==> src/mf3_pkg.sv <==
// ----------------------------------------------------------------------------
// mf3_pkg - shared types, constants and functions of the 3x3 median filter
// Sizes of the line stores and counters, item codes, register indexes, the
// item passed from the window stage to the median stage, and the small
// compare helpers of the median network.
// ----------------------------------------------------------------------------
`default_nettype none

package mf3_pkg;

    localparam int MAX_WIDTH   = 4096;
    localparam int HEIGHT_CAP  = 4096;
    localparam int COL_W       = $clog2(MAX_WIDTH);
    localparam int ROW_W       = $clog2(HEIGHT_CAP);
    localparam int PIX_W       = 8;
    localparam int CFG_W       = 13;
    localparam int CFG_IDX_W   = 4;
    localparam int WIN         = 3;
    localparam int TAPS        = WIN * WIN;
    localparam int QUEUE_DEPTH = 4;
    localparam int QPTR_W      = $clog2(QUEUE_DEPTH);
    localparam int QCNT_W      = $clog2(QUEUE_DEPTH + 1);

    localparam logic KIND_PIXEL = 1'b0;
    localparam logic KIND_FLUSH = 1'b1;

    localparam logic [CFG_IDX_W-1:0] REG_FRAME_WIDTH  = CFG_IDX_W'(0);
    localparam logic [CFG_IDX_W-1:0] REG_FRAME_HEIGHT = CFG_IDX_W'(1);

    typedef logic [PIX_W-1:0] pix_t;
    typedef pix_t [WIN-1:0]   trio_t;

    typedef struct packed {
        pix_t [TAPS-1:0] taps;
        logic            zero;
        logic            last;
    } win_item_t;

    typedef struct packed {
        logic              empty;
        logic [QCNT_W-1:0] count;
    } q_status_t;

    function automatic pix_t pix_min(input pix_t a, input pix_t b);
        return (a < b) ? a : b;
    endfunction

    function automatic pix_t pix_max(input pix_t a, input pix_t b);
        return (a > b) ? a : b;
    endfunction

    function automatic pix_t med3(input pix_t a, input pix_t b, input pix_t c);
        return pix_max(pix_min(a, b), pix_min(pix_max(a, b), c));
    endfunction

    function automatic trio_t sort3(input pix_t a, input pix_t b, input pix_t c);
        trio_t s;
        s[0] = pix_min(pix_min(a, b), c);
        s[1] = med3(a, b, c);
        s[2] = pix_max(pix_max(a, b), c);
        return s;
    endfunction

endpackage

`default_nettype wire

==> src/mf3_back.sv <==
// ----------------------------------------------------------------------------
// mf3_back - median network and output register
// Sorts each window row, forms max of minima, median of medians and min of
// maxima, takes the median of those three and drives the output stream.
// ----------------------------------------------------------------------------
`default_nettype none

module mf3_back (
    input  wire logic                       clk,
    input  wire logic                       rst_n,
    input  wire mf3_pkg::q_status_t         q_status,
    input  wire mf3_pkg::win_item_t         head_item,
    output logic                            pop,
    output logic                            m_axis_tvalid,
    input  wire logic                       m_axis_tready,
    output logic [mf3_pkg::PIX_W-1:0]       m_axis_tdata,   // pixel_out
    output logic                            m_axis_tlast    // last
);

    localparam int WIN = mf3_pkg::WIN;

    logic                               advance;
    mf3_pkg::trio_t [WIN-1:0]           rows_sorted;

    logic                               b1_valid_reg;
    mf3_pkg::trio_t [WIN-1:0]           b1_rows_reg;
    logic                               b1_zero_reg;
    logic                               b1_last_reg;

    logic                               b2_valid_reg;
    mf3_pkg::pix_t                      b2_lo_reg, b2_mid_reg, b2_hi_reg;
    logic                               b2_zero_reg;
    logic                               b2_last_reg;

    logic                               out_valid_reg;
    mf3_pkg::pix_t                      out_pix_reg;
    logic                               out_last_reg;

    assign advance = !out_valid_reg || m_axis_tready;
    assign pop     = advance && !q_status.empty;

    always_comb
    begin
        for (int r = 0; r < WIN; r++)
        begin
            rows_sorted[r] = mf3_pkg::sort3(head_item.taps[r * WIN],
                                            head_item.taps[r * WIN + 1],
                                            head_item.taps[r * WIN + 2]);
        end
    end

    always_ff @(posedge clk or negedge rst_n)
    begin
        if (!rst_n)
        begin
            b1_valid_reg  <= 1'b0;
            b2_valid_reg  <= 1'b0;
            out_valid_reg <= 1'b0;
        end
        else if (advance)
        begin
            b1_valid_reg  <= pop;
            b2_valid_reg  <= b1_valid_reg;
            out_valid_reg <= b2_valid_reg;
        end
    end

    always_ff @(posedge clk)
    begin
        if (advance)
        begin
            b1_rows_reg  <= rows_sorted;
            b1_zero_reg  <= head_item.zero;
            b1_last_reg  <= head_item.last;

            b2_lo_reg    <= mf3_pkg::pix_max(mf3_pkg::pix_max(b1_rows_reg[0][0],
                                                              b1_rows_reg[1][0]),
                                             b1_rows_reg[2][0]);
            b2_mid_reg   <= mf3_pkg::med3(b1_rows_reg[0][1], b1_rows_reg[1][1],
                                          b1_rows_reg[2][1]);
            b2_hi_reg    <= mf3_pkg::pix_min(mf3_pkg::pix_min(b1_rows_reg[0][2],
                                                              b1_rows_reg[1][2]),
                                             b1_rows_reg[2][2]);
            b2_zero_reg  <= b1_zero_reg;
            b2_last_reg  <= b1_last_reg;

            out_pix_reg  <= b2_zero_reg ? '0 : mf3_pkg::med3(b2_lo_reg, b2_mid_reg, b2_hi_reg);
            out_last_reg <= b2_last_reg;
        end
    end

    assign m_axis_tvalid = out_valid_reg;
    assign m_axis_tdata  = out_pix_reg;
    assign m_axis_tlast  = out_last_reg;

endmodule

`default_nettype wire

==> config.mk <==
export PLATFORM = sky130hd
export DESIGN_NAME = mf3_back
export DESIGN_NICKNAME = d
export VERILOG_FILES = /design/src/mf3_pkg.sv /design/src/mf3_back.sv
export SDC_FILE = /design/constraint.sdc
export NUM_CORES = 1
export LEC_CHECK = 0
export ABC_AREA = 1
export BUFFER_PORTS_ARGS = -buffer_cell sky130_fd_sc_hd__buf_2
export CORE_UTILIZATION = 40
export CTS_CLUSTER_SIZE = 20
export DETAILED_ROUTE_END_ITERATION = 8
export GPL_TIMING_DRIVEN = 0
export SLEW_MARGIN = 10
export SYNTH_ARGS = -nofsm -noshare
export SYNTH_HDL_FRONTEND = slang
export SYNTH_SLANG_ARGS = --single-unit
==> constraint.sdc <==
create_clock -name clk -period 5.9 [get_ports clk]
set_input_delay 1.18 -clock clk [delete_from_list [all_inputs] [get_ports clk]]
set_output_delay 1.18 -clock clk [all_outputs]
set_load 0.005 [all_outputs]
### Word level (Yosys, flattened, before mapping)

Cells that the tools add are included.

| operators by class | value |
|---|---|
| mux-type cells | 30 |
| reductions and logical operators | 4 |
| magnitude comparators | 30 |

Operator list:

| cell | number |
|---|---|
| $mux W8 | 30 |
| $gt A8 B8 Y1 | 15 |
| $lt A8 B8 Y1 | 15 |
| $logic_not A1 Y1 | 2 |
| $logic_and A1 B1 Y1 | 1 |
| $logic_or A1 B1 Y1 | 1 |

| storage, ports and cells | value |
|---|---|
| output and inout bits | 11 |
| logic and storage cells | 85 |
| bits of input ports | 81 |
| bits in registers | 112 |

### Depth between registers and ports, before layout

Gate-level depths: netlist of the first run.

| logic depth | value |
|---|---|
| word-level depth | 6 |
| mapped depth | 34 |
| gate-level depth less buffers | 32 |

### Worst setup path after synthesis of the first run

OpenSTA, ideal clock, no wires.

| timing | value |
|---|---|
| kind | input -> register |
| from | input port head_item[17] in the netlist's numbering |
| to | register b1_rows_reg[13] in the netlist's numbering (data pin) |
| required time | 5,630 ps |
| setup time | 270 ps |
| arrival time | 4,749 ps |
| buffers on the path | 3 |
| stages on the path | 23 |
| slack | 881 ps |
| path through | inv_1 > ha_1 > nand2_1 > nor2_1 > a211oi_4 > nand2_4 > o21ai_4 > buf_8 > o21ai_2 > ha_1 > nand2_1 > inv_1 > nand3_1 > o221ai_4 > buf_2 > o21ai_1 > ha_1 > nand2_1 > nor2_1 > nand2_1 > a21oi_1 > clkbuf_1 > o21ai_0 |

RTL lines:

| what | line | text |
|---|---|---|
| from (decl) | mf3_back.sv:12 | `input wire mf3_pkg::win_item_t head_item,` |
| to (signal assigned) | mf3_back.sv:72 | `b1_rows_reg <= rows_sorted;` |
| to (decl) | mf3_back.sv:26 | `mf3_pkg::trio_t [WIN-1:0] b1_rows_reg;` |

==> out/results.tsv, run 1 <==
stage	metric	value	unit
routing	vias_per_cell	5.027	
logic_synthesis	syn_inst	1361	
global_route	grt.overflow.total	0	
sta	tns	0	ns
critical_path	crit_top_cell	nand2_1	
routing	wirelength	25340	um
critical_path	crit_type	in2reg	
cells_and_area	antenna-diode-count	0	
sta	worstMarginPinSlew	1.080	ns
global_route	grt.total_usage	19.64	%
critical_path	cp.arrival	5.62	ns
floorplanning	core_area	26060	um2
cells_and_area	final.fill_count	2642	
routing	drcViolationCount	0	
logic_synthesis	synth.area.top_cells	edfxtp_1 31%, ha_1 20%, nand2_1 13%	
floorplanning	start_util	40.68	%
global_route	grt_pass1_vias	8628	
cts	clockBufferDepth	2	
logic_synthesis	synth_edf_count	109	
sta	setup_viol	0	
global_route	antenna_found_initial	0	
logic_synthesis	synth_ff_type	edfxtp_1	
sta	clock.fmax	183.4	MHz
logic_synthesis	synth-async-reset-ratio	2.679	%
cts	numCtsBuffers	9	
cells_and_area	largest_register_ffs	72	
sta	skew	0.01082	ns
critical_path	crit_start	head_item[61]	
cts	cts_hold_buffers	0	
logic_synthesis	ys_types	41	
logic_synthesis	ys_seq_area_share	31.58	%
floorplanning	die_x	164.8	um
sta	final.min_clock_period	5.454	ns
cells_and_area	fin_nets	1711	
cts	clk_pin_slew	0.08	ns
hold_path	min_from	b1_last_reg$_DFFE_PN_	
sta	fin_crit_sh	92.44	%
placement	gp_congestion	0.8416	
hold_path	hp-class	reg2reg	
critical_path	r2r_start	b2_lo_reg[7]$_DFFE_PN_	
logic_synthesis	yosys.cell_count.top_type	nand2_1	
critical_path	end_kind	register	
logic_synthesis	yosysTopAreaCell	edfxtp_1	
critical_path	cp_slowest_cell	a21oi_1	
placement	hpwl	21440	um
sta	finalHoldViolations	0	
global_route	grt_start_max_net_pins	63	
cts	clock-root-buffer	clkbuf_16	
routing	first_pass_iters	5	
logic_synthesis	yosys_warnings	0	
cts	insertion_delay	0.36	ns
cells_and_area	drive_gt1_share	14.26	%
cts	cts_resized	0	
routing	wire_per_inst	14.07	um
logic_synthesis	synth_common_cells	369 x nand2_1, 189 x inv_1, 169 x ha_1	
floorplanning	rows	59	
logic_synthesis	avgSynthCellArea	7.789	um2
routing	postRouteAntennaNets	0	
global_route	grt_pass1_wl	41680	um
cts	cts_sinks	112	
logic_synthesis	syn-num-nets	1611	
status	status	finished, final reports clean	
routing	drtIter0Drc	549	
critical_path	startpoint_type	primary input	
critical_path	path_delay_family	compound AO/OA/AOI/OAI gates	
floorplanning	io_pins	92	
critical_path	cp.required	6.07	ns
cells_and_area	area_delta_synth_final	11.17	%
logic_synthesis	synthesis.area	10600	um2
placement	port_buffers	88	
job	cap_viol_max_count	0	
critical_path	path_buf_inv	6	
sta	slew_headroom	27.58	%
cells_and_area	final_util	45.22	%
routing	vias	9054	
cts	cts.htree.levels	3	
logic_synthesis	synth.top_cell.area_share	30.87	%
critical_path	cp_max_fo	10	
logic_synthesis	ys_seq_elements	112	
cts	post_cts_buffers	0	
critical_path	slowest_delay	0.38	ns
floorplanning	dieHeight	164.8	um
sta	rsz0062_at_grt	no	
floorplanning	dieArea	27160	um2
sta	maxSlewViolCount	0	
cts	cts_tree	built	
==> kinds of logic after synthesis <==
kind of cell    count (synthesis)  synth area share, %
simple gates                  575                23.25
compound gates                287                17.05
buf+inv                       218                8.167
fa+ha+maj                     169                19.95
flops                         112                31.58
==> final cells by class <==
| cell class | instances | area, um2 | area share [%] |
|---|---|---|---|
| Buffer | 24 | 138.9 | 1.178 |
| Tap cell | 335 | 419.2 | 3.557 |
| Multi-Input combinational cell | 1031 | 6392 | 54.24 |
| Clock buffer | 11 | 242.7 | 2.060 |
| Clock inverter | 5 | 45.04 | 0.3822 |
| Timing Repair Buffer | 89 | 467.9 | 3.971 |
| Sequential cell | 112 | 3348 | 28.41 |
| Inverter | 194 | 730.7 | 6.200 |
==> worst paths after layout <==
| check | end | slack [ns] | cells past startpoint |
|---|---|---|---|
| setup / recovery | b1_rows_reg[58]$_DFFE_PN_ | 0.45 | 27 |
| hold / removal | b2_last_reg$_DFFE_PN_ | 0.42 | 0 |
| setup reg to reg | m_axis_tdata[1]$_SDFFCE_PP0N_ | 0.76 | 21 |
| hold reg to reg | b2_last_reg$_DFFE_PN_ | 0.42 | 0 |
| max in group asynchronous | m_axis_tvalid$_DFFE_PN0N_ | 5.21 | 1 |
| min in group asynchronous | b1_valid_reg$_DFFE_PN0N_ | 0.59 | 1 |
==> per-stage QoR <==
| stage | setup slack, ns | hold WS, ns | instances | area (um2) |
|---|---|---|---|---|
| 5_1_grt | 0.009738 | 0.4360 | 1801 | 11790 |
| 4_1_cts | 0.3721 | 0.4248 | 1801 | 11780 |
| 6_report | 0.4462 | 0.4219 | 1801 | 11790 |
| 2_1_floorplan | 0.8810 | 0.4003 | 1361 | 10600 |
| 3_3_place_gp | 0.06884 | 0.4042 | 1784 | 11460 |
| 3_5_place_dp | 0.002813 | 0.4057 | 1785 | 11490 |
==> placed cells by master, fill, tap and decap left out, drive strengths merged, types with 6 or more instances in the layout <==
cell	netlist	routed
inv	194	198
o21a	6	6
clkbuf	6	17
nand3b	8	8
nor2	82	82
o21ai	163	163
nand2	396	396
nand3	73	73
ha	169	169
buf	18	107
edfxtp	109	109
a21oi	88	88
and2	8	8
a211oi	14	14
==> layer usage <==
metal,vias to the layer above,part of all wire (%),track usage (%)
li1,4817,-,-
met4,0,1.6,5.338
met1,4075,48,25.60
met2,140,47,33.75
met5,-,0,0
met3,22,3.4,2.762
Power of run 1 is left out: the tool's default activity adds up to more than one toggle a clock period on the data nets, which glitch-free logic cannot reach.
==> inputs of run 2 (changes only) <==
- CAP_MARGIN: default -> 30
- clock period: 5.9 -> 4.75 ns (I/O delays scaled with it)
==> run 2 against run 1 <==
Wire length up 5.1%. Global-route usage about the same. Via count up 3.9%. Final cell count up 3.0%. Clock skew about the same. First-iteration DRC count up 9.3%. Worst hold slack worse by 0.050 ns. Sequential cell count unchanged. Worst setup slack worse by 0.27 ns. Critical path type unchanged.
==> out/results.tsv, run 2 (synthesis results as in run 1) <==
stage	metric	value	unit
routing	vias	9411	
cts	cts_sinks	112	
critical_path	crit_top_cell	a21oi_2	
global_route	grt.total_usage	19.67	%
critical_path	cp.required	4.85	ns
critical_path	ff2ff_path_depth	24	
cells_and_area	final.fill_count	2529	
routing	vias_per_cell	5.073	
cts	insertion_delay	0.35	ns
sta	slew_headroom	48.10	%
global_route	grt_pass1_vias	8605	
sta	worstMarginPinSlew	0.7704	ns
routing	drtIter0Drc	600	
placement	gp_congestion	0.8587	
cells_and_area	area_delta_synth_final	20.33	%
cells_and_area	final_util	48.96	%
cells_and_area	final_cells	1855	
global_route	grt_pass1_wl	41990	um
global_route	grt_start_max_net_pins	62	
sta	clock.fmax	218.8	MHz
global_route	antenna_found_initial	0	
cells_and_area	largest_register_ffs	72	
sta	maxSlewViolCount	0	
cts	cts_hold_buffers	0	
sta	finalHoldViolations	0	
routing	postRouteAntennaNets	0	
placement	hpwl	21270	um
critical_path	cp_slowest_cell	ha_1	
cts	numCtsBuffers	9	
critical_path	startpoint_type	primary input	
critical_path	crit_type	in2reg	
cts	cts_tree	built	
routing	wirelength	26640	um
floorplanning	io_pins	92	
cells_and_area	layout_common_cells	358 x nand2_1, 187 x inv_1, 156 x ha_1	
hold_path	hp-class	in2async	
critical_path	rrSetupSlack	0.25	ns
floorplanning	start_util	40.68	%
routing	drcViolationCount	0	
critical_path	slowest_delay	0.34	ns
sta	setup_viol	0	
cts	clockBufferDepth	2	
floorplanning	core_area	26060	um2
critical_path	cp.arrival	4.67	ns
cells_and_area	fin_nets	1765	
placement	port_buffers	88	
floorplanning	dieHeight	164.8	um
routing	wire_per_inst	14.36	um
cells_and_area	antenna-diode-count	0	
routing	first_pass_iters	6	
placement	post-place-cells	1786	
cts	clock-root-buffer	clkbuf_16	
sta	final.min_clock_period	4.570	ns
critical_path	crit_chain	buf_2 > inv_1 > ha_1 > a21oi_2 > nor2_1 > a211oi_4 > nand2_4 > o21ai_4 > clkbuf_16 > nand2_1 > o21ai_2 > ha_1 > a21oi_2 > o221ai_4 > buf_6 > o21ai_4 > ha_4 > a21oi_2 > nor2_1 > a211oi_2 > a21oi_4 > buf_6 > nand2_1 > o21ai_0	
critical_path	cp_max_fo	10	
job	cap_viol_max_count	0	
sta	skew	0.01088	ns
sta	fin_crit_sh	96.22	%
cts	cts.htree.levels	3	
status	status	finished, final reports clean	
sta	tns	0	ns
critical_path	end_kind	register	
floorplanning	rows	59	
cells_and_area	final_common_cell	nand2_1	
critical_path	path_delay_family	compound AO/OA/AOI/OAI gates	
critical_path	path_depth	24	
critical_path	path_buf_inv	5	
cts	clk_pin_slew	0.08	ns
floorplanning	dieArea	27160	um2
global_route	grt.overflow.total	0	
cells_and_area	drive_gt1_share	21.45	%
floorplanning	die_x	164.8	um
run 2: cell types whose count changed in the layout (fill, tap and decap cells not counted), moves of 10 or more:
| cell | change |
|---|---|
| buf_4 | +45 |
| nand2_1 | -11 |
| nand2_2 | +10 |
| a21oi_2 | +10 |
| o21ai_0 | -10 |
| ha_1 | -13 |
| ha_4 | +13 |
| a21oi_1 | -13 |
run 2: path summary, 6_finish.rpt:
check,from,endpoint
max,head_item[39],b1_rows_reg[39]$_DFFE_PN_
min,rst_n,m_axis_tvalid$_DFFE_PN0N_
max reg2reg,b1_rows_reg[39]$_DFFE_PN_,b2_mid_reg[0]$_DFFE_PN_
min reg2reg,b1_zero_reg$_DFFE_PN_,b2_zero_reg$_DFFE_PN_
max in group asynchronous,rst_n,b2_valid_reg$_DFFE_PN0N_
min in group clk,b1_zero_reg$_DFFE_PN_,b2_zero_reg$_DFFE_PN_
run 2: what timing repair did:
item	CTS	global route
pin swaps	6	33
setup buffers	10	37
hold endpoints to repair	0	0
gates resized for setup	17	96
endpoints found under the setup margin	40	40
gates cloned	0	5
run 2: cell type report:
cell class                 instances  area (um2)  area share [%]
multi-input combinational       1031        6844           53.65
tap                              335       419.2           3.286
buffer                            24       181.4           1.422
clock inverter                     6       56.30          0.4414
inverter                         194       730.7           5.728
clock buffer                      10       239.0           1.873
sequential                       112        3348           26.25
timing repair buffer             143       938.4           7.356
run 2: worst reg2reg max path, cell delays in order, from the launching register on:
cell      delay, ns
edfxtp_1       0.41
inv_1          0.06
ha_1           0.29
nand2_1        0.07
nor2_1         0.17
nand2_2        0.09
nand2_4        0.11
nand2_2        0.10
buf_2          0.19
o21ai_0        0.28
ha_1           0.35
nand2_1        0.09
nor2_1         0.07
a211oi_4       0.31
buf_4          0.20
nand3b_1       0.10
nand2_1        0.08
ha_1           0.23
a21oi_1        0.15
nor2_1         0.06
a211oi_1       0.34
a32oi_4        0.11
inv_2          0.17
or2_2          0.13
nand2_1        0.07
run 2: per-layer routing:
layer	up-vias	track usage, %	wire, um	share of wire, %
met5	-	0	0	0
met4	0	5.838	679	2.5
met3	32	2.034	745	2.8
met2	151	33.25	12870	48
met1	4320	26.39	12340	46
li1	4908	-	-	-
run 2: stage by stage:
step | area [um2] | setup slack, ns | hold WS (ns)
after floorplan | 10600 | 0.01597 | 0.4003
after CTS | 11930 | -0.03451 | 0.3618
after detailed placement | 11500 | -0.7871 | 0.4045
after global routing | 12760 | -0.02867 | 0.3597
final | 12760 | 0.1796 | 0.3717
after global placement | 11460 | -0.7893 | 0.4022
Power of run 2 is left out for the same reason.
