--- config.mk ---
export PLATFORM = sky130hd
export DESIGN_NAME = mf3_queue
export DESIGN_NICKNAME = d
export VERILOG_FILES = /design/src/mf3_pkg.sv /design/src/mf3_queue.sv
export SDC_FILE = /design/constraint.sdc
export NUM_CORES = 1
export LEC_CHECK = 0
export BUFFER_PORTS_ARGS = -buffer_cell sky130_fd_sc_hd__buf_4
export CORE_UTILIZATION = 48
export DETAILED_ROUTE_END_ITERATION = 10
export MAX_ROUTING_LAYER = met4
export PLACE_DENSITY = 0.69
export REMOVE_ABC_BUFFERS = 1
export SYNTH_ARGS = -nofsm -noshare
export SYNTH_HDL_FRONTEND = slang
export SYNTH_SLANG_ARGS = --single-unit
--- constraint.sdc ---
create_clock -name clk -period 3.2 [get_ports clk]
set_input_delay 0.16 -clock clk [delete_from_list [all_inputs] [get_ports clk]]
set_output_delay 0.16 -clock clk [all_outputs]
set_load 0.005 [all_outputs]
--- src/mf3_pkg.sv ---
// ----------------------------------------------------------------------------
// mf3_pkg - shared types, constants and functions of the 3x3 median filter
// Sizes of the line stores and counters, item codes, register indexes, the
// item passed from the window stage to the median stage, and the small
// compare helpers of the median network.
// ----------------------------------------------------------------------------
`default_nettype none

package mf3_pkg;

    localparam int MAX_WIDTH   = 4096;
    localparam int HEIGHT_CAP  = 4096;
    localparam int COL_W       = $clog2(MAX_WIDTH);
    localparam int ROW_W       = $clog2(HEIGHT_CAP);
    localparam int PIX_W       = 8;
    localparam int CFG_W       = 13;
    localparam int CFG_IDX_W   = 4;
    localparam int WIN         = 3;
    localparam int TAPS        = WIN * WIN;
    localparam int QUEUE_DEPTH = 4;
    localparam int QPTR_W      = $clog2(QUEUE_DEPTH);
    localparam int QCNT_W      = $clog2(QUEUE_DEPTH + 1);

    localparam logic KIND_PIXEL = 1'b0;
    localparam logic KIND_FLUSH = 1'b1;

    localparam logic [CFG_IDX_W-1:0] REG_FRAME_WIDTH  = CFG_IDX_W'(0);
    localparam logic [CFG_IDX_W-1:0] REG_FRAME_HEIGHT = CFG_IDX_W'(1);

    typedef logic [PIX_W-1:0] pix_t;
    typedef pix_t [WIN-1:0]   trio_t;

    typedef struct packed {
        pix_t [TAPS-1:0] taps;
        logic            zero;
        logic            last;
    } win_item_t;

    typedef struct packed {
        logic              empty;
        logic [QCNT_W-1:0] count;
    } q_status_t;

    function automatic pix_t pix_min(input pix_t a, input pix_t b);
        return (a < b) ? a : b;
    endfunction

    function automatic pix_t pix_max(input pix_t a, input pix_t b);
        return (a > b) ? a : b;
    endfunction

    function automatic pix_t med3(input pix_t a, input pix_t b, input pix_t c);
        return pix_max(pix_min(a, b), pix_min(pix_max(a, b), c));
    endfunction

    function automatic trio_t sort3(input pix_t a, input pix_t b, input pix_t c);
        trio_t s;
        s[0] = pix_min(pix_min(a, b), c);
        s[1] = med3(a, b, c);
        s[2] = pix_max(pix_max(a, b), c);
        return s;
    endfunction

endpackage

`default_nettype wire

--- src/mf3_queue.sv ---
// ----------------------------------------------------------------------------
// mf3_queue - short queue between window stage and median stage
// Holds window snapshots so that the input side and the output side stall
// independently.
// ----------------------------------------------------------------------------
`default_nettype none

module mf3_queue (
    input  wire logic               clk,
    input  wire logic               rst_n,
    input  wire logic               push,
    input  wire mf3_pkg::win_item_t push_item,
    input  wire logic               pop,
    output mf3_pkg::win_item_t      head_item,
    output mf3_pkg::q_status_t      q_status
);

    localparam int DEPTH  = mf3_pkg::QUEUE_DEPTH;
    localparam int PTR_W  = mf3_pkg::QPTR_W;
    localparam int CNT_W  = mf3_pkg::QCNT_W;

    mf3_pkg::win_item_t mem_reg [DEPTH];
    logic [PTR_W-1:0]   wr_ptr_reg, wr_ptr_next;
    logic [PTR_W-1:0]   rd_ptr_reg, rd_ptr_next;
    logic [CNT_W-1:0]   count_reg, count_next;
    logic               do_pop;

    assign do_pop = pop && (count_reg != '0);

    always_comb
    begin
        wr_ptr_next = wr_ptr_reg;
        rd_ptr_next = rd_ptr_reg;
        count_next  = count_reg;
        if (push)
        begin
            wr_ptr_next = (wr_ptr_reg == PTR_W'(DEPTH - 1)) ? '0 : wr_ptr_reg + PTR_W'(1);
        end
        if (do_pop)
        begin
            rd_ptr_next = (rd_ptr_reg == PTR_W'(DEPTH - 1)) ? '0 : rd_ptr_reg + PTR_W'(1);
        end
        unique case ({push, do_pop})
            2'b10:   count_next = count_reg + CNT_W'(1);
            2'b01:   count_next = count_reg - CNT_W'(1);
            default: count_next = count_reg;
        endcase
    end

    always_ff @(posedge clk or negedge rst_n)
    begin
        if (!rst_n)
        begin
            wr_ptr_reg <= '0;
            rd_ptr_reg <= '0;
            count_reg  <= '0;
        end
        else
        begin
            wr_ptr_reg <= wr_ptr_next;
            rd_ptr_reg <= rd_ptr_next;
            count_reg  <= count_next;
        end
    end

    always_ff @(posedge clk)
    begin
        if (push)
        begin
            mem_reg[wr_ptr_reg] <= push_item;
        end
    end

    assign head_item      = mem_reg[rd_ptr_reg];
    assign q_status.count = count_reg;
    assign q_status.empty = (count_reg == '0);

endmodule

`default_nettype wire

## Yosys cells after proc, flatten, opt, wreduce, memory -nomap -nowiden

Memories as Yosys holds them, arrays and structs flattened.
Index checks and enable logic that the tools add are counted.

- Equal/unequal tests: 4
- Reductions and logical operators: 4
- Mux-type cells: 5
- Add/sub/neg operators: 4

Operators by type and width:

| operator | count |
|---|---|
| $eq 2x2->1 const B | 3 |
| $pmux 3 s2 | 1 |
| $add 2x1->2 const B | 2 |
| $mux 2 | 2 |
| $add 3x1->3 const B | 1 |
| $logic_not 3->1 | 1 |
| $reduce_bool 3->1 | 1 |
| $sub 3x1->3 const B | 1 |
| $eq 2x1->1 const B | 1 |
| $mux 1 | 2 |
| $reduce_bool 2->1 | 1 |
| $logic_and 1x1->1 | 1 |

- RAM bits: 296
- Flip-flop bits (word level): 7
- Input port bits: 78
- Memories kept: 1

Memories:

| name | words | bits a word | read ports | clocked after Yosys merged registers in | write ports | RTL line | source |
|---|---|---|---|---|---|---|---|
| mem_reg | 4 | 74 | 1 | 0 | 1 | mf3_queue.sv:22 | `mf3_pkg::win_item_t mem_reg [DEPTH];` |

## Depth between registers and ports, before layout

Gate-level depths: netlist (run 1).

- Depth in word-level cells: 4
- Depth in mapped cells: 9
- Depth with buffers taken out: 9

## Least setup slack after synthesis (run 1)

OpenSTA, ideal clock, no wires.

- Path type: register -> register
- From: register wr_ptr_reg[0]
- To: memory mem_reg[0][0] in the netlist's numbering (enable)
- Data arrival time: 2349 ps
- Buffers on the path: 0
- Stages on the path, launching flop included: 4
- Period minus slack after synthesis: 2789 ps
- Setup time: 440 ps
- Slack: 411 ps
- Cell sequence: dfrtp_1 > inv_1 > ha_1 > and2_1

RTL lines:

| item | RTL line | source |
|---|---|---|
| start: declaration | mf3_queue.sv:23 | `logic [PTR_W-1:0] wr_ptr_reg, wr_ptr_next;` |
| start signal: assignment | mf3_queue.sv:60 | `wr_ptr_reg <= wr_ptr_next;` |
| end: declaration | mf3_queue.sv:22 |  |

No word-level cell before the write port.

==> results.md, run 1 <==
- Num rows: 55
- RSZ-0062 raised after global routing: false
- Avg Synthesized Cell Area: 26.2 µm²
- Yosys reg bits: 303
- Htree depth: 1
- Ys flop type: edfxtp_1
- LEAKAGE: 4.98 nW
- Count leader, synth: edfxtp_1
- Setup TNS: 0 ns
- Area grow syn2layout: 28.6%
- Synth Area in Simple Gates: 0.483%
- CP endpoint kind: primary output
- Post-placement cell count: 856
- Cells after synthesis: 426
- # DRC: 0
- Setup violators final: 0
- GR Overflow Total: 0
- Core area: 0.0227 mm²
- Asr flop ratio synth: 2.31%
- Final Cycle Share: 81.1%
- Vias per Instance: 5.29
- Number of I/O port buffers: 155
- Share of cells above drive strength 1: 41.0%
- Crit path DAT: 2.44 ns
- CTS Root Buffer Type: clkbuf_16
- Clock latency on the worst-skew pair: 0.54 ns
- Final wirelength: 20400 µm
- Slew at the pin closest to its max-slew limit: 0.694 ns
- Postcts setup bufs: 0
- Crit-path slowest cell: dfrtp_4
- HP Class: input pin to flip-flop
- Sequential-to-total area share from yosys stat: 81.4%
- CTS sink count: 303
- Gpl congestion: 0.738
- First-pass GRT wire length: 31300 µm
- Synth Area in Adders: 0.854%
- Tmin final: 2.60 ns
- Largest net degree at the start of global routing: 45
- Die ar.: 0.0238 mm²
- CP Launch Type: flip-flop
- Critical path class: flip-flop to primary output
- Post-synthesis mux area share: 15.3%
- Detailed-router iteration count before antenna repair: 4
- CTS tree: done
- Cell Count, Final, Fillers Out: 988
- P per Cell Area: 841 mW/mm²
- CP peak stage delay: 0.63 ns
- VDD IR max: 0.811 mV
- Worst Path Required: 3.04 ns
- Synth warnings: 0
- Status: finished clean
- Max_cap viols: 0
- Hold-fix buffers, CTS: 77
- Vias in the first global route: 5647
- CP Cell Sequence: buf_4 -> mux4_2 -> buf_4
- HPWL after DPL: 11600 µm
- Initial antenna violation count: 1
- Longest Clk Path Bufs: 3
- Slew headroom: 53.7%
- Synth Area in XOR/XNOR: 0.236%
- Worst Hold Margin: 0.0542 ns
- Detailed Route Iter0 Violations: 266
- Die Span X: 154 µm
- WL/cell: 20.7 µm
- I/O pins: 156
- Cts repair resizes: 0
- Tot Pwr: 0.0120 W
- Cell variety after synth: 23
- CP Max Fanout: 24
- Setup Skew: 0.00688 ns
- CTS buffer count: 30
- Final Util: 63.1%
- Largest family of logic cells by synthesized area: multiplexers
- EDFF count, synth: 296
- Global Route Usage Sum: 18.0%
- Final nets: 765
- Slew Limit Fails: 0
- Synth cell count leaders: edfxtp_1, mux4_2, dfrtp_1, inv_1
- Fmax: 385 MHz
- Initial Util: 49.1%
- DR vias: 5224
- Most Frequent Cell on Critical Path: buf_4
- Max reg flops: 296
- Fillers: 1545
- Largest area contributor in the netlist: edfxtp_1
- Die Y: 154 µm
- Synth Area in Compound Gates: 0.0898%
- Synth top area cells: edfxtp_1, mux4_2, dfrtp_1
- Antenna Nets Post-Route: 0
- Top cell type's share of synthesized area: 79.8%
- Final hold vios: 0
- Synth Cell Area: 0.0111 mm²
- CTS clk-pin slew, worst paths: 0.06 ns
-- routing by layer --
| metal | vias up | track usage, % | wire length [µm] |
|---|---|---|---|
| li1 | 2331 | - | - |
| met1 | 2698 | 23.6 | 8790 |
| met2 | 162 | 29.0 | 10100 |
| met3 | 33 | 3.95 | 1230 |
| met4 | 0 | 4.71 | 335 |
| met5 | - | - | 0 |
-- critical path: cells and delay by family (launching register included) --
family | cells | cell delay [ns]
buffers and inverters | 2 | 0.66
flip-flops | 1 | 0.63
multiplexers | 1 | 0.58
-- final timing paths --
check                                       to  slack [ns]  depth (start not counted)           from
worst min register to register    count_reg[2]        0.51                          1   count_reg[2]
worst max-delay path             head_item[56]        0.60                          3  rd_ptr_reg[0]
worst min-delay path             rd_ptr_reg[1]        0.05                          3            pop
min in group asynchronous        wr_ptr_reg[0]        0.60                          3          rst_n
max in group asynchronous        rd_ptr_reg[1]        2.31                          3          rst_n
worst max register to register  mem_reg[2][32]        1.25                          4  wr_ptr_reg[0]
-- stage by stage --
stage | instance area, µm² | worst slack, ns
2_1_floorplan | 11000 | -0.690
3_3_place_gp | 12600 | 1.13
3_5_place_dp | 12600 | 1.11
4_1_cts | 14300 | 0.526
5_1_grt | 14300 | 0.435
6_report | 14300 | 0.605
-- where the power goes --
group	total [W]	switching, W	internal [W]
combinational	0.00341	0.00146	0.00195
sequential	0.00541	0.000315	0.00509
clock	0.00323	0.00137	0.00186
-- cells by family (layout without fill, tap and decap cells) --
group	Yosys count	after routing
flops	303	303
mux	77	77
buf+inv	24	300
simple gates	10	10
fa+ha+maj	7	7
xor+xnor	3	3
compound gates	2	2
other cells	0	1
-- layout make-up --
cell class                 count  area (µm²)  area share (%)
clock inverter                 9        50.0           0.349
inverter                       7        26.3           0.183
sequential                   303        9070            63.3
multi-input combinational     99        1890            13.2
tap                          285         357            2.49
clock buffer                  45         868            6.06
timing repair buffer         239        2060            14.4
antenna                        1        2.50          0.0175
-- cells in the final DEF, fill, tap and decap left out, types with 2 or more instances in the layout --
cell type      Yosys  routed
xor2_1             2       2
mux2_2             2       2
clkbuf_16          0      31
buf_4              3     156
nor2_1             2       2
clkbuf_8           0       4
inv_1              7       7
ha_1               6       6
clkinvlp_4         0       2
mux4_2            74      74
edfxtp_1         296     296
clkinv_2           0       7
clkbuf_1           2      10
and2_4             0       4
buf_12             4       6
dfrtp_4            0       2
dfrtp_1            7       5
o21ai_0            2       2
dlygate4sd3_1      0      77
Note: power is estimated with default switching activity, not from simulation.
==> run 2, diff against run 1 <==
- clock period: 3.2 -> 2.43 ns (I/O delays scaled with it)
==> run 2 against run 1 <==
Net effect: via count rose by 1.4%; sequential cell count did not move; critical path depth did not move; largest cell class unchanged; routed wire length rose by 1.9%; non-clock buffer count rose by 7; sequential power rose by 29%; highest routed layer unchanged; worst setup slack got worse by 0.43 ns; first-iteration DRC count rose by 24%; die area did not move.
==> results.md, run 2 (same netlist as run 1, synthesis figures left out) <==
- CP Max Fanout: 51 (+110%)
- WL/cell: 20.9 µm (+1.1%)
- Critical path class: flip-flop to primary output
- Met3 WL: 1120 µm (-8.8%)
- Most common cell after layout, fill and taps aside: edfxtp_1
- Fmax: 443 MHz
- Detailed Route Iter0 Violations: 331 (+24%)
- LEAKAGE: 5.09 nW (+2.1%)
- Final hold vios: 0 (unchanged)
- Final wirelength: 20800 µm (+1.9%)
- Area taken by flip-flops and latches: 0.00907 mm² (unchanged)
- Tmin final: 2.26 ns
- Htree depth: 1 (unchanged)
- CP endpoint kind: primary output
- Hold Path Depth: 2 (-1)
- FF-to-FF path depth: 9 (+5)
- Status: finished clean
- CTS tree: done
- Antenna Nets Post-Route: 0 (unchanged)
- Longest Clk Path Bufs: 3 (unchanged)
- CTS Root Buffer Type: clkbuf_16
- CTS sink count: 303 (unchanged)
- Crit-path slowest cell: mux4_2
- Min-Delay Startpoint: push_item[68]
- Crit path DAT: 2.14 ns (-0.30 ns)
- Worst path buffer plus inverter count: 2 (unchanged)
- P per Cell Area: 1130 mW/mm² (+34%)
- I/O pins: 156 (unchanged)
- M1 WL: 8910 µm (+1.3%)
- Initial Util: 49.1% (unchanged)
- Fin worst setup slack: 0.173 ns (-0.432 ns)
- Design Area, Final: 0.0145 mm² (+1.4%)
- First-pass GRT wire length: 32200 µm (+2.9%)
- Slew at the pin closest to its max-slew limit: 0.600 ns (-0.0944 ns)
- RSZ-0062 raised after global routing: false
- Num rows: 55 (unchanged)
- Top layer in use: met4
- Share of cells above drive strength 1: 41.6% (+0.61 points)
- Worst Path Required: 2.31 ns (-0.73 ns)
- Die Span X: 154 µm (unchanged)
- Hold Crit Endpoint: mem_reg[2][68]
- Die Y: 154 µm (unchanged)
- Die ar.: 0.0238 mm² (unchanged)
- Area grow syn2layout: 30.4%
- # DRC: 0 (unchanged)
- CTS clk-pin slew, worst paths: 0.06 ns (about the same)
- Post-placement cell count: 861 (+0.58%)
- Vias in the first global route: 5843 (+3.5%)
- Number of I/O port buffers: 155 (unchanged)
- Slew Limit Fails: 0 (unchanged)
- Initial antenna violation count: 0 (-1)
- Global Route Usage Sum: 18.6% (+0.56 points)
- GR Overflow Total: 0 (unchanged)
- Most frequent cells in the layout: edfxtp_1, buf_4, dlygate4sd3_1, mux4_2, clkbuf_16
- Vias per Instance: 5.32 (+0.62%)
- Core area: 0.0227 mm² (unchanged)
- Pre-CTS setup slack: 0.557 ns (-0.549 ns)
- Setup violators final: 0 (unchanged)
- Worst path top cell family by delay: multiplexers
- Flop2flop setup slack: 0.54 ns (-0.71 ns)
- R2R Path Start: count_reg[2]
- Clock latency on the worst-skew pair: 0.54 ns (about the same)
- Max reg flops: 296 (unchanged)
- HP Class: input pin to flip-flop
- DP Area: 0.0127 mm² (+0.69%)
- Final nets: 773 (+1.0%)
- VDD IR max: 1.04 mV (+28%)
- CP peak stage delay: 0.60 ns (-0.03 ns)
- Cell Count, Final, Fillers Out: 996 (+0.81%)
- Largest net degree at the start of global routing: 52 (+16%)
- Max_cap viols: 0 (unchanged)
- Multi-input logic area: 0.00189 mm² (unchanged)
- Fillers: 1506 (-2.5%)
- Final Cycle Share: 92.9%
- Detailed-router iteration count before antenna repair: 4 (unchanged)
- Reg-to-reg endpoint: count_reg[2]
- DR WL met2: 10400 µm (+3.6%)
- CP Cell Sequence: buf_12 -> mux4_2 -> buf_4
- CP Launch Type: flip-flop
- N_diodes: 0 (-1)
- Setup TNS: 0 ns (unchanged)
- HPWL after DPL: 12200 µm (+4.6%)
- Gpl congestion: 0.765 (+3.6%)
- DR vias: 5299 (+1.4%)
- Setup Skew: 0.0162 ns (+0.00937 ns)
- CTS buffer count: 31 (+3.3%)
- Slew headroom: 60.0% (+6.3 points)
- Final Util: 64.0% (+0.88 points)
[run 2: worst max path at each step]
stage                              from             to  cells past startpoint
after global routing      rd_ptr_reg[0]  head_item[31]                      3
after floorplan           rd_ptr_reg[0]  rd_ptr_reg[0]                      3
after CTS                 rd_ptr_reg[1]  head_item[73]                      3
final                     rd_ptr_reg[0]   head_item[9]                      3
after detailed placement   count_reg[0]   count_reg[2]                      9
after global placement    rd_ptr_reg[1]  head_item[16]                      3
[run 2: layout make-up]
cell class	instances	area share (%)
clock buffers	42	5.83
flip-flops and latches	303	62.4
inverters	7	0.181
multi-input cells	99	13.0
clock inverters	14	1.02
well taps	285	2.45
repair buffers	246	15.1
[run 2: metrics by stage]
stage	power, W	hold slack [ns]
final	0.0164	0.320
after global routing	0.0171	0.311
after CTS	0.0165	0.301
after global placement	0.0117	-0.0637
after floorplan	0.00951	-0.174
after detailed placement	0.0118	-0.0608
[run 2: timing repair]
item                                    in CTS  in global routing
buffers inserted                             0                  1
hold buffers                                78                  0
hold endpoints to repair                   307                  0
gates resized for setup                      0                  0
endpoints found under the setup margin       0                 14
[run 2: layer usage]
| layer | vias up | GRT usage [%] |
|---|---|---|
| met5 | - | - |
| met4 | 0 | 4.90 |
| met3 | 32 | 3.17 |
| met2 | 158 | 30.2 |
| met1 | 2754 | 24.7 |
| li1 | 2355 | - |
[run 2: power breakdown]
| part | internal (W) | switching (W) | total [W] |
|---|---|---|---|
| logic | 0.00269 | 0.00211 | 0.00480 |
| clock network | 0.00275 | 0.00183 | 0.00458 |
| registers | 0.00670 | 0.000292 | 0.00700 |
==> run 3, diff against run 2 <==
- PLACE_DENSITY: 0.69 -> 0.73
- SETUP_SLACK_MARGIN: default -> 0.5
- clock period: 2.43 -> 2.6 ns (I/O delays scaled with it)
==> run 3 against run 2 <==
Net effect: clock skew is 0.0075 ns lower; die area stayed put; clock power hardly changed; via count is 1.4% higher; critical path depth is 1 higher; worst setup slack better by 0.27 ns; first-iteration DRC count is 24% lower; routed wire length is 3.7% higher; largest power group unchanged.
==> results.md, run 3 (same netlist as run 1, synthesis figures left out) <==
- Most common cell after layout, fill and taps aside: edfxtp_1
- P per Cell Area: 1100 mW/mm² (-2.3%)
- # DRC: 0 (unchanged)
- Initial antenna violation count: 1 (+1)
- Setup violators final: 0 (unchanged)
- Critical Path Source: rd_ptr_reg[0]
- HPWL after DPL: 12200 µm (+0.12%)
- CTS buffer count: 30 (-3.2%)
- DR vias: 5372 (+1.4%)
- Slew at the pin closest to its max-slew limit: 0.493 ns (-0.106 ns)
- Worst Path Required: 2.47 ns (+0.16 ns)
- CTS Root Buffer Type: clkbuf_16
- Detailed-router iteration count before antenna repair: 4 (unchanged)
- Status: finished clean
- Largest net degree at the start of global routing: 49 (-5.8%)
- Die Y: 154 µm (unchanged)
- Max reg flops: 296 (unchanged)
- First-pass GRT wire length: 32500 µm (+1.2%)
- CP Max Fanout: 6 (-88%)
- Max_cap viols: 0 (unchanged)
- Most frequent cells in the layout: edfxtp_1, buf_4, dlygate4sd3_1, mux4_2, buf_6
- Final wirelength: 21600 µm (+3.7%)
- Num rows: 55 (unchanged)
- VDD IR max: 0.816 mV (-21%)
- CP Launch Type: flip-flop
- Final hold vios: 0 (unchanged)
- Tmin final: 2.16 ns
- Share of cells above drive strength 1: 43.3% (+1.6 points)
- Worst Hold Margin: 0.0331 ns (-0.287 ns)
- Pre-CTS setup slack: 0.617 ns (+0.0597 ns)
- CTS sink count: 303 (unchanged)
- WL/cell: 21.3 µm (+1.9%)
- RSZ-0062 raised after global routing: true
- Clock latency on the worst-skew pair: 0.54 ns (about the same)
- GR Overflow Total: 0 (unchanged)
- Vias per Instance: 5.30 (-0.42%)
- HP Class: input pin to flip-flop
- Die ar.: 0.0238 mm² (unchanged)
- CTS clk-pin slew, worst paths: 0.06 ns (about the same)
- LEAKAGE: 5.36 nW (+5.3%)
- Final Cycle Share: 83.1%
- Longest Clk Path Bufs: 3 (unchanged)
- Setup Skew: 0.00873 ns (-0.00752 ns)
- Final nets: 789 (+2.1%)
- Global Route Usage Sum: 18.8% (+0.24 points)
- Min-Delay Startpoint: pop
- Number of I/O port buffers: 155 (unchanged)
- Critical path class: flip-flop to primary output
- Area grow syn2layout: 36.3%
- Initial Util: 49.1% (unchanged)
- R2R Path Start: count_reg[0]
- Htree depth: 1 (unchanged)
- Slew headroom: 67.1% (+7.1 points)
- Vias in the first global route: 5847 (+0.068%)
- Die Span X: 154 µm (unchanged)
- I/O pins: 156 (unchanged)
- Core area: 0.0227 mm² (unchanged)
- Antenna Nets Post-Route: 0 (unchanged)
- Fin worst setup slack: 0.439 ns (+0.266 ns)
- Slew Limit Fails: 0 (unchanged)
- Tot Pwr: 0.0167 W (+2.1%)
- Crit path DAT: 2.03 ns (-0.11 ns)
- CTS tree: done
- CP endpoint kind: primary output
- Detailed Route Iter0 Violations: 252 (-24%)
- Fmax: 463 MHz
- Gpl congestion: 0.725 (-5.2%)
-- run 3: cell count changes in the layout (fill, tap and decap cells not counted), sizes merged --
cell         previous run  this run
buf                   168       182
bufinv                  3         6
clkbuf                 42        46
clkinv                 10         7
clkinvlp                0         1
diode                   0         1
dlygate4sd3            78        77
inv                     8         7
-- run 3: final timing paths --
path | end | slack, ns | cells after the start
hold / removal | rd_ptr_reg[1] | 0.03 | 3
max in group asynchronous | rd_ptr_reg[0] | 1.74 | 3
hold reg to reg | count_reg[2] | 0.53 | 1
min in group asynchronous | rd_ptr_reg[1] | 0.58 | 3
setup reg to reg | count_reg[2] | 0.63 | 9
setup / recovery | head_item[72] | 0.44 | 4
-- run 3: what timing repair did --
action,4_1_cts,5_1_grt
resized for setup,31,50
hold buffers,77,0
setup endpoints to repair,74,76
hold endpoints to repair,305,0
gates cloned,3,4
setup buffers,10,0
-- run 3: cell type report --
type	count	area (µm²)
Sequential cell	303	9070
Fill cell	1419	7530
Timing Repair Buffer	263	2760
Multi-Input combinational cell	99	1900
Clock buffer	42	847
Tap cell	285	357
Clock inverter	14	220
Inverter	7	26.3
Antenna cell	1	2.50
-- run 3: where the power goes --
group	leakage (nW)	switching (W)	internal, W
registers	2.80	0.000245	0.00627
clock network	0.521	0.00171	0.00286
logic	2.04	0.00225	0.00339
-- run 3: per-layer routing --
| layer | vias up | part of all wire (%) | track usage [%] |
|---|---|---|---|
| met2 | 164 | 52 | 31.9 |
| met4 | 0 | 1.1 | 4.05 |
| met1 | 2809 | 41 | 23.8 |
| li1 | 2378 | - | - |
| met5 | - | 0 | - |
| met3 | 21 | 5.1 | 3.70 |
-- run 3: critical path: stages, from the launching register on --
cell and delay, ns:
dfrtp_4 0.50, buf_6 0.15, clkbuf_16 0.16, mux4_2 0.53, buf_6 0.14
-- run 3: per-stage QoR --
stage	std cells	util [%]	area (µm²)	setup TNS (ns)
after floorplan	409	-	11000	-136.41
after global placement	863	56.1	12700	0
after detailed placement	863	56.1	12700	0
after CTS	1009	65.6	14900	0
after global routing	1014	66.9	15200	0
final	1014	66.9	15200	0
